**src/design/ctxm_pkg.sv**
```systemverilog
`timescale 1ns / 1ps
`default_nettype none
// ----------------------------------------------------------------------------
// ctxm_pkg
// Shared types and constants for the CAN transmit mailbox manager.
// ----------------------------------------------------------------------------
package ctxm_pkg;

   localparam int NUM_BUFFERS_DEF = 3;
   localparam int MAX_BUFFERS     = 8;

   localparam logic [15:0] TIMEOUT_RESET = 16'd1000;
   localparam logic [3:0]  DLC_MAX       = 4'd8;
   localparam logic [7:0]  SIDL_IDE      = 8'h08;
   localparam logic [7:0]  DLC_RTR       = 8'h40;

   typedef enum logic [2:0] {
      OP_LOAD  = 3'd0,
      OP_SEND  = 3'd1,
      OP_CLEAR = 3'd2,
      OP_TICK  = 3'd3,
      OP_QUERY = 3'd4
   } ctxm_op_type;

   typedef struct packed {
      logic [2:0]  req_type;
      logic [2:0]  buffer_index;
      logic [1:0]  priority_req;
      logic        id_extended;
      logic [28:0] can_id;
      logic [3:0]  dlc_code;
      logic        remote_frame;
   } ctxm_req_type;

   typedef struct packed {
      logic        status;
      logic [7:0]  reg_sidh;
      logic [7:0]  reg_sidl;
      logic [7:0]  reg_eid8;
      logic [7:0]  reg_eid0;
      logic [7:0]  reg_dlc;
      logic [1:0]  priority_out;
      logic        write_body;
      logic [2:0]  free_index;
      logic [7:0]  expired_mask;
   } ctxm_rsp_type;

   // packed header bytes plus format check of a load
   typedef struct packed {
      logic        fmt_ok;
      logic [7:0]  sidh;
      logic [7:0]  sidl;
      logic [7:0]  eid8;
      logic [7:0]  eid0;
      logic [7:0]  dlc;
      logic        write_body;
   } ctxm_hdr_type;

endpackage
`default_nettype wire

```
**src/design/ctxm_hdr_pack.sv**
```systemverilog
`timescale 1ns / 1ps
`default_nettype none
// ----------------------------------------------------------------------------
// ctxm_hdr_pack
// Checks identifier and DLC of a load and packs the header register bytes.
// ----------------------------------------------------------------------------
module ctxm_hdr_pack
   import ctxm_pkg::*;
(
   input  ctxm_req_type req,
   output ctxm_hdr_type hdr
);

   logic std_ok;
   logic dlc_ok;

   assign std_ok = req.id_extended || (req.can_id[28:11] == 18'd0);
   assign dlc_ok = (req.dlc_code <= DLC_MAX);

   always_comb begin
      hdr        = '0;
      hdr.fmt_ok = std_ok && dlc_ok;
      if (req.id_extended) begin
         hdr.sidh = req.can_id[28:21];
         hdr.sidl = {req.can_id[20:18], 5'b0} | SIDL_IDE | {6'b0, req.can_id[17:16]};
         hdr.eid8 = req.can_id[15:8];
         hdr.eid0 = req.can_id[7:0];
      end else begin
         hdr.sidh = req.can_id[10:3];
         hdr.sidl = {req.can_id[2:0], 5'b0};
      end
      hdr.dlc        = {4'b0, req.dlc_code} | (req.remote_frame ? DLC_RTR : 8'h00);
      hdr.write_body = !req.remote_frame && (req.dlc_code != 4'd0);
   end

endmodule
`default_nettype wire

```
**src/design/can_tx_mailbox_manager_top.sv**
```systemverilog
`timescale 1ns / 1ps
`default_nettype none
// ----------------------------------------------------------------------------
// can_tx_mailbox_manager_top
// Tracks free flags and send timeouts of the CAN transmit buffers, validates
// and packs load requests, and answers send, clear, tick and query requests.
// ----------------------------------------------------------------------------
// A request is taken on any cycle with start high; busy never rises, so one
// request per cycle is sustained. Each request gives exactly one result,
// strobed on rsp_valid once it has passed the input register and then the
// result register, where the decode and buffer-state update land. The
// receiver cannot stall, so rsp_data must be captured in the
// strobe cycle. Buffer state updates in request order, so back-to-back
// requests always see the effect of the one before.
module can_tx_mailbox_manager_top
   import ctxm_pkg::*;
#(
   parameter int NUM_BUFFERS = NUM_BUFFERS_DEF
) (
   input  logic         clock,
   input  logic         reset,
   input  logic         start,
   output logic         busy,
   input  ctxm_req_type req_data,
   output logic         rsp_valid,
   output ctxm_rsp_type rsp_data,
   input  logic         csr_wr_en,
   input  logic [15:0]  csr_wr_data
);

   logic                   req_valid_ff;
   ctxm_req_type           req_ff;
   logic                   rsp_valid_ff;
   ctxm_rsp_type           rsp_ff;
   ctxm_rsp_type           rsp_in;
   logic [15:0]            timeout_ticks_ff;
   logic [NUM_BUFFERS-1:0] buffer_free_ff;
   logic [NUM_BUFFERS-1:0] buffer_free_in;
   logic [NUM_BUFFERS-1:0] timer_running_ff;
   logic [NUM_BUFFERS-1:0] timer_running_in;
   logic [15:0]            timeout_count_ff [NUM_BUFFERS];
   logic [15:0]            timeout_count_in [NUM_BUFFERS];

   logic [NUM_BUFFERS-1:0] sel;
   logic                   idx_ok;
   logic                   idx_free;
   logic [2:0]             low_free;
   logic                   none_free;
   ctxm_hdr_type           hdr;

   assign busy      = 1'b0;
   assign rsp_valid = rsp_valid_ff;
   assign rsp_data  = rsp_ff;

   ctxm_hdr_pack u_hdr_pack (
      .req (req_ff),
      .hdr (hdr)
   );

   always_comb begin
      for (int i = 0; i < NUM_BUFFERS; i++) begin
         sel[i] = (req_ff.buffer_index == 3'(i));
      end
   end

   assign idx_ok   = (int'(req_ff.buffer_index) < NUM_BUFFERS);
   assign idx_free = |(sel & buffer_free_ff);

   // lowest free buffer
   always_comb begin
      low_free  = 3'(NUM_BUFFERS);
      none_free = 1'b1;
      for (int i = NUM_BUFFERS - 1; i >= 0; i--) begin
         if (buffer_free_ff[i]) begin
            low_free  = 3'(i);
            none_free = 1'b0;
         end
      end
   end

   always_comb begin
      rsp_in           = '0;
      buffer_free_in   = buffer_free_ff;
      timer_running_in = timer_running_ff;
      for (int i = 0; i < NUM_BUFFERS; i++) begin
         timeout_count_in[i] = timeout_count_ff[i];
      end
      if (req_valid_ff) begin
         unique case (req_ff.req_type)
            OP_LOAD: begin
               if (!idx_ok || !idx_free || !hdr.fmt_ok) begin
                  rsp_in.status = 1'b1;
               end else begin
                  rsp_in.reg_sidh     = hdr.sidh;
                  rsp_in.reg_sidl     = hdr.sidl;
                  rsp_in.reg_eid8     = hdr.eid8;
                  rsp_in.reg_eid0     = hdr.eid0;
                  rsp_in.reg_dlc      = hdr.dlc;
                  rsp_in.priority_out = req_ff.priority_req;
                  rsp_in.write_body   = hdr.write_body;
               end
            end
            OP_SEND: begin
               if (!idx_ok || !idx_free) begin
                  rsp_in.status = 1'b1;
               end else begin
                  for (int i = 0; i < NUM_BUFFERS; i++) begin
                     if (sel[i]) begin
                        buffer_free_in[i]   = 1'b0;
                        timer_running_in[i] = 1'b1;
                        timeout_count_in[i] = timeout_ticks_ff;
                     end
                  end
               end
            end
            OP_CLEAR: begin
               if (!idx_ok) begin
                  rsp_in.status = 1'b1;
               end else begin
                  for (int i = 0; i < NUM_BUFFERS; i++) begin
                     if (sel[i]) begin
                        buffer_free_in[i]   = 1'b1;
                        timer_running_in[i] = 1'b0;
                        timeout_count_in[i] = 16'd0;
                     end
                  end
               end
            end
            OP_TICK: begin
               // a count of 0 or 1 expires on this tick
               for (int i = 0; i < NUM_BUFFERS; i++) begin
                  if (timer_running_ff[i]) begin
                     if (timeout_count_ff[i] <= 16'd1) begin
                        timeout_count_in[i]    = 16'd0;
                        timer_running_in[i]    = 1'b0;
                        buffer_free_in[i]      = 1'b1;
                        rsp_in.expired_mask[i] = 1'b1;
                     end else begin
                        timeout_count_in[i] = timeout_count_ff[i] - 16'd1;
                     end
                  end
               end
            end
            OP_QUERY: begin
               rsp_in.status     = none_free;
               rsp_in.free_index = low_free;
            end
            default: begin
               rsp_in.status = 1'b1;
            end
         endcase
      end
   end

   always_ff @(posedge clock) begin
      req_ff <= req_data;
      rsp_ff <= rsp_in;
      if (reset) begin
         req_valid_ff     <= 1'b0;
         rsp_valid_ff     <= 1'b0;
         timeout_ticks_ff <= TIMEOUT_RESET;
         buffer_free_ff   <= '1;
         timer_running_ff <= '0;
         for (int i = 0; i < NUM_BUFFERS; i++) begin
            timeout_count_ff[i] <= 16'd0;
         end
      end else begin
         req_valid_ff     <= start && !busy;
         rsp_valid_ff     <= req_valid_ff;
         buffer_free_ff   <= buffer_free_in;
         timer_running_ff <= timer_running_in;
         for (int i = 0; i < NUM_BUFFERS; i++) begin
            timeout_count_ff[i] <= timeout_count_in[i];
         end
         if (csr_wr_en) begin
            timeout_ticks_ff <= csr_wr_data;
         end
      end
   end

   // every accepted request is answered by a result strobe
   a_rsp_latency: assert property (@(posedge clock) disable iff (reset)
      start && !busy |-> ##2 rsp_valid)
      else $error("request transfer without a result two cycles later");

   // no result without an accepted request before it
   a_rsp_cause: assert property (@(posedge clock) disable iff (reset)
      rsp_valid |-> $past(start, 2) && !$past(busy, 2))
      else $error("result strobe without a request");

   // a failed request never carries header bytes or expiries
   a_fail_clean: assert property (@(posedge clock) disable iff (reset)
      rsp_valid && rsp_data.status |->
         rsp_data.reg_sidh == 8'd0 && rsp_data.reg_dlc == 8'd0 &&
         rsp_data.expired_mask == 8'd0 && !rsp_data.write_body)
      else $error("failed result carries payload");

   // a buffer reported as expired is free once the result is shown
   a_expired_free: assert property (@(posedge clock) disable iff (reset)
      rsp_valid |-> (rsp_data.expired_mask & ~8'(buffer_free_ff)) == 8'd0)
      else $error("expired buffer not freed");

endmodule
`default_nettype wire

```
**config.mk**
```make
export PLATFORM = sky130hd
export DESIGN_NAME = can_tx_mailbox_manager_top
export DESIGN_NICKNAME = d
export VERILOG_FILES = /design/src/design/ctxm_pkg.sv /design/src/design/ctxm_hdr_pack.sv /design/src/design/can_tx_mailbox_manager_top.sv
export SDC_FILE = /design/constraint.sdc
export NUM_CORES = 1
export LEC_CHECK = 0
export BUFFER_PORTS_ARGS = -buffer_cell sky130_fd_sc_hd__buf_2
export CORE_MARGIN = 5
export CORE_UTILIZATION = 50
export DETAILED_ROUTE_END_ITERATION = 12
export PLACE_DENSITY_LB_ADDON = 0.2
export SLEW_MARGIN = 20
export SYNTH_ARGS = -nofsm -noshare
export SYNTH_HDL_FRONTEND = slang
export SYNTH_HIERARCHICAL = 1
export SYNTH_SLANG_ARGS = --single-unit
export TNS_END_PERCENT = 20
```
**constraint.sdc**
```tcl
create_clock -name clock -period 3.55 [get_ports clock]
set_input_delay 0.5325 -clock clock [delete_from_list [all_inputs] [get_ports clock]]
set_output_delay 0.5325 -clock clock [all_outputs]
set_load 0.1 [all_outputs]
```
==> results of run 1 <==
stage by stage:
stage | hold WS [ps] | power, mW
finish | 208 | 4.13
global route | 189 | 4.28
detailed placement | 416 | 2.39
CTS | 194 | 4.16
floorplan | 406 | 2.29
global placement | 420 | 2.38
metal layers:
metal  up-vias  part of all wire [%]  global-route usage (%)
met1      2814                    42                    28.2
met4         0                   1.9                    6.93
met2       270                    48                    36.7
met5         -                     0                       0
met3        24                   8.6                    5.25
li1       2904                     -                       -
final cells by class:
class                      count  area (sq um)  area share [%]
multi-input combinational    512          3260            40.4
inverter                      26          97.6            1.21
tap                          180           225            2.79
timing repair buffer         123           643            7.96
sequential                   164          3280            40.6
clock inverter                14           140            1.73
clock buffer                  17           425            5.27
registers in the layout, indices dropped and copies added (netlist names):
name,cells
rsp_data,49
timeout_count_ff,48
req_ff,43
timeout_ticks_ff,16
buffer_free_ff,3
timer_running_ff,3
req_valid_ff,1
rsp_valid,1
critical path: stages (launching register included):
cell and delay (ps):
dfxtp_1 490, or3b_4 450, o221a_1 300, or3_1 320, buf_4 210, or2_1 460
a221oi_1 390
cells in the final DEF (no fill, tap or decap), drive strengths merged, types with 6 or more instances in the layout:
cell,synthesis,routed
a211o,7,7
a21oi,45,45
conb,2,12
o31ai,6,6
nand2,56,56
nor2b,10,10
nand3,13,13
dfxtp,164,164
ha,6,6
nand2b,9,9
clkbuf,36,17
mux2,11,11
nor4,19,19
and2,73,73
o32ai,33,33
buf,32,123
nor3,24,24
mux2i,14,14
a221oi,9,9
a211oi,18,18
nor2,41,41
a31oi,15,15
inv,25,33
o21ai,18,18
cells by family (layout without fill, tap and decap cells):
group	count (synthesis)	after routing	synth area share, %
AOI/OAI and AO/OA	189	189	19.3
xor gates and xnor gates	2	2	0.252
adders and majority gates	6	6	1.08
buffers and inverters	94	180	6.56
DFF	164	164	47.2
muxes	25	25	3.79
other	2	12	0.108
and+or+nand+nor	278	278	21.7
how the worst max path moves through the flow:
stage / startpoint / end / slack (ps) / depth (start not counted)
after global placement: req_ff[37]$_DFF_P_ / buffer_free_ff[2]$_SDFFE_PP1P_ / 920 / 5
after CTS: req_ff[37]$_DFF_P_ / timeout_count_ff[0][17]$_SDFFE_PP0P_ / 810 / 6
final: req_ff[37]$_DFF_P_ / timeout_count_ff[0][17]$_SDFFE_PP0P_ / 800 / 6
after detailed placement: req_ff[37]$_DFF_P_ / buffer_free_ff[2]$_SDFFE_PP1P_ / 840 / 5
after global routing: req_ff[37]$_DFF_P_ / buffer_free_ff[2]$_SDFFE_PP1P_ / 650 / 5
after floorplan: req_ff[37]$_DFF_P_ / timeout_count_ff[0][41]$_SDFFE_PP0P_ / 1310 / 8
power by group through the flow:
stage | clock [mW] | combinational, mW | sequential (mW)
after floorplan | 0 | 0.313 | 1.97
after global placement | 0 | 0.397 | 1.98
after detailed placement | 0 | 0.407 | 1.98
after CTS | 1.81 | 0.411 | 1.94
after global routing | 1.88 | 0.456 | 1.95
final | 1.78 | 0.414 | 1.94
==> results.json, run 1 <==
{
  "status": "completed",
  "ir_drop_mv": 0.342,
  "cts-resized-gates": 0,
  "synth_common_cells": "dfxtp_1, and2_1, nand2_1",
  "worstHoldStart": "req_data[10]",
  "routedWlPerCell_microns": 17.4,
  "max_clock_freq_ghz": 0.364,
  "async_flop_share_pct": 0,
  "final_area_sq_mm": 0.00808,
  "clkPwrFrac_pct": 43.0,
  "synth_edf_count": 0,
  "dr.pass1.iters": 5,
  "slew-limit-headroom_pct": 37.7,
  "arrival_ps": 3060,
  "cts_tree": "done",
  "synth_area_sq_mm": 0.00696,
  "routed_via_density": 5.80,
  "holdPathEnd": "req_ff[10]$_DFF_P_",
  "grt-ovfl-total": 0,
  "final_cells": 1036,
  "ys_top_cells_by_area": "dfxtp_1, and2_1, o32ai_1",
  "dr.first_iter.drc_count": 411,
  "reg2reg_from": "req_ff[37]$_DFF_P_",
  "cts_root_buffer": "clkbuf_16",
  "syn_area_per_cell_sq_um": 9.16,
  "grtUsageTotal_pct": 22.0,
  "dp.cells": 1005,
  "fin_crit_ps": 2750,
  "totalWireLength_mm": 18.1,
  "critPathKind": "reg2reg",
  "hold_path.class": "in2reg",
  "clk_latency_ps": 420,
  "final_util_pct": 58.6,
  "setup_tns_ps": 0,
  "whs_path_depth": 1,
  "htreeDepth": 4,
  "grt_pass1_vias": 5779,
  "drc": 0,
  "num_rows": 43,
  "startpoint_type": "flop",
  "place_ws_ps": 837,
  "rr_worst_depth": 6,
  "critical_path.max_fanout": 20,
  "antenna_found_initial": 0,
  "antenna_left": 0,
  "min_period_over_period_pct": 77.5,
  "io_buffer_count": 112,
  "power.internal_mw": 3.02,
  "die-area_sq_mm": 0.0164,
  "cts_setup_buffers": 0,
  "pwr-share-comb_pct": 10.0,
  "yosysMostFrequentCell": "dfxtp_1",
  "p_switching_mw": 1.11,
  "synth_top_area_share_pct": 47.2,
  "die_h_microns": 128,
  "seq_area_frac_synth_pct": 47.2,
  "layout_setup_ws_ps": 800,
  "crit_path_end_kind": "flop",
  "drive_gt1_share_pct": 19.0,
  "grt_max_degree": 44,
  "yosysTopAreaCell": "dfxtp_1",
  "layout.nets": 913,
  "initial_core_util_pct": 50.5,
  "syn_inst": 760,
  "postCtsHoldBufs": 0,
  "finClkSkew_ps": 8.40,
  "synthFlopType": "dfxtp_1",
  "power.density_mw_per_mm2": 512,
  "grt_first_pass_wirelength_mm": 28.9,
  "critPathRequiredTime_ps": 3860,
  "place_congestion": 0.898,
  "diodes": 0,
  "power_leakage_nw": 3.39,
  "dr_total_vias": 6012,
  "tightest_slew_ps": 935,
  "syn_to_final_growth_pct": 16.1,
  "report.final.slew_viol_count": 0,
  "cts_inserted_buffers": 17,
  "timing.max_cap.violations": 0,
  "ys_ff_latch": 164,
  "place_hpwl_mm": 12.5,
  "pwr-share-seq_pct": 47.0,
  "rsz0062_at_grt": "no",
  "core-area_sq_mm": 0.0138,
  "fill_cells": 1203,
  "die_x_microns": 128,
  "cts.clk_slew.worst_paths_ps": 70,
  "rrSetupSlack_ps": 800,
  "cts_buffer_depth": 2,
  "timing.final.hold_violations": 0,
  "yosysWarnings": 6,
  "placed_area_sq_mm": 0.00751,
  "ys_types": 68,
  "switching_share_pct": 26.8,
  "setup_viol": 0,
  "reg2reg_to": "timeout_count_ff[0][17]$_SDFFE_PP0P_",
  "pin_count": 120,
  "clkSinkCount": 164
}
(Power assumes the default switching activity.)
==> run 2: changes to the inputs <==
clock period = 2.3 ns   (was 3.55 ns; I/O delays follow)
==> run 2 against run 1 <==
First-iteration DRC count rose by 8.5%. Critical path type unchanged. Utilization rose by 3.7 points. Sequential share of layout area fell by 2.4 points. Register-to-register slack got worse by 730 ps. Critical endpoint is now timeout_count_ff[0][44]$_SDFFE_PP0P_. Final cell count rose by 4.9%.
==> results.json, run 2 (synthesized netlist as in run 1, its figures left out) <==
{
  "status": "completed",
  "grt_first_pass_wirelength_mm": 29.4,
  "finClkSkew_ps": 7.91,
  "holdWs_ps": 17.2,
  "pin_count": 120,
  "initial_core_util_pct": 50.5,
  "pwr-share-comb_pct": 11.0,
  "tightest_slew_ps": 665,
  "totalWireLength_mm": 18.5,
  "power.density_mw_per_mm2": 765,
  "power_leakage_nw": 3.65,
  "place_ws_ps": 41.6,
  "hold_path.class": "in2reg",
  "fin_crit_ps": 2230,
  "routed_via_density": 5.71,
  "clkSinkCount": 164,
  "max_clock_freq_ghz": 0.447,
  "die-area_sq_mm": 0.0164,
  "layout.nets": 963,
  "timing.max_cap.violations": 0,
  "crit_path_end_kind": "flop",
  "antenna_left": 0,
  "cts_setup_buffers": 0,
  "cts_root_buffer": "clkbuf_16",
  "whs_path_depth": 1,
  "clk_latency_ps": 430,
  "switching_share_pct": 27.4,
  "grt_max_degree": 51,
  "min_period_over_period_pct": 97.2,
  "slew-limit-headroom_pct": 55.4,
  "antenna_found_initial": 0,
  "core-area_sq_mm": 0.0138,
  "arrival_ps": 2530,
  "routedWlPerCell_microns": 17.1,
  "final_common_cell": "dfxtp_1",
  "cp-startpoint": "timeout_count_ff[0][47]$_SDFFE_PP0P_",
  "drc": 0,
  "reg2reg_from": "timeout_count_ff[0][47]$_SDFFE_PP0P_",
  "syn_to_final_growth_pct": 23.4,
  "num_rows": 43,
  "ir_drop_mv": 0.493,
  "dr.pass1.iters": 5,
  "cts.clk_slew.worst_paths_ps": 70,
  "dr.first_iter.drc_count": 446,
  "setup_viol": 0,
  "place_congestion": 0.927,
  "grt-ovfl-total": 0,
  "startpoint_type": "flop",
  "p_switching_mw": 1.80,
  "power.internal_mw": 4.77,
  "worstHoldStart": "req_data[17]",
  "report.final.slew_viol_count": 0,
  "critPathRequiredTime_ps": 2590,
  "place_hpwl_mm": 12.7,
  "largest_register_ffs": 49,
  "layout_setup_ws_ps": 65.3,
  "cts_inserted_buffers": 17,
  "die_h_microns": 128,
  "grt_pass1_vias": 5967,
  "rr_worst_depth": 6,
  "cts_tree": "done",
  "diodes": 0,
  "critPathKind": "reg2reg",
  "io_buffer_count": 112,
  "rsz0062_at_grt": "yes",
  "cts_buffer_depth": 2,
  "grtUsageTotal_pct": 22.5,
  "final_cell_mix": "dfxtp_1, buf_2, and2_1, nand2_1, a21oi_1",
  "clkPwrFrac_pct": 43.5,
  "timing.final.hold_violations": 0,
  "critical_path.max_fanout": 9,
  "drive_gt1_share_pct": 21.8,
  "pwr-share-seq_pct": 45.5,
  "die_x_microns": 128,
  "dr_total_vias": 6211,
  "htreeDepth": 4
}
## run 2: final cells by class
cell class,count,area (sq um)
Clock buffer,17,425
Clock inverter,15,174
Fill cell,1155,5180
Inverter,26,97.6
Multi-Input combinational cell,512,3280
Sequential cell,164,3280
Tap cell,180,225
Timing Repair Buffer,173,1100
## run 2: power by group through the flow
stage / sequential (mW) / combinational [mW] / clock [mW]
after CTS: 2.99 / 0.707 / 2.92
after global placement: 3.05 / 0.661 / 0
final: 2.99 / 0.723 / 2.85
after global routing: 3.00 / 0.790 / 3.04
after detailed placement: 3.05 / 0.676 / 0
after floorplan: 3.04 / 0.484 / 0
## run 2: stage by stage
| stage | power (mW) | setup TNS (ps) | util (%) | std cells | instance area [sq um] |
|---|---|---|---|---|---|
| 2_1_floorplan | 3.53 | 0 | - | 770 | 7000 |
| 3_3_place_gp | 3.71 | 0 | 56.3 | 1034 | 7750 |
| 3_5_place_dp | 3.73 | 0 | 56.3 | 1034 | 7750 |
| 4_1_cts | 6.62 | 0 | 62.0 | 1085 | 8540 |
| 5_1_grt | 6.83 | -18.8 | 62.4 | 1087 | 8590 |
| 6_report | 6.57 | 0 | 62.4 | 1087 | 8590 |
## run 2: what timing repair did
| action | 4_1_cts | 5_1_grt |
|---|---|---|
| resized for setup | 0 | 7 |
| hold buffers | 19 | 2 |
| endpoints found under the hold margin | 19 | 2 |
| setup endpoints to repair | 0 | 24 |
## run 2: final timing paths
check | end | slack (ps)
max | timeout_count_ff[0][44]$_SDFFE_PP0P_ | 70
min | req_ff[17]$_DFF_P_ | 20
max reg2reg | timeout_count_ff[0][44]$_SDFFE_PP0P_ | 70
min reg2reg | rsp_data[13]$_SDFF_PP0_ | 430
## run 2: critical path, cell delays in order, from the launching register on
cell      delay, ps
dfxtp_1         340
or4_4           550
or4_1           500
o21a_1          200
buf_4           170
a211oi_1        270
nor3_1           90
## run 2: routing by layer
| metal | share of wire, % | track usage, % | vias to the layer above | wire (microns) |
|---|---|---|---|---|
| met1 | 41 | 28.2 | 2867 | 7640 |
| met2 | 47 | 36.7 | 298 | 8700 |
| li1 | - | - | 2999 | - |
| met5 | 0 | 0 | - | 0 |
| met3 | 8.5 | 5.29 | 47 | 1580 |
| met4 | 3.4 | 10.7 | 0 | 632 |
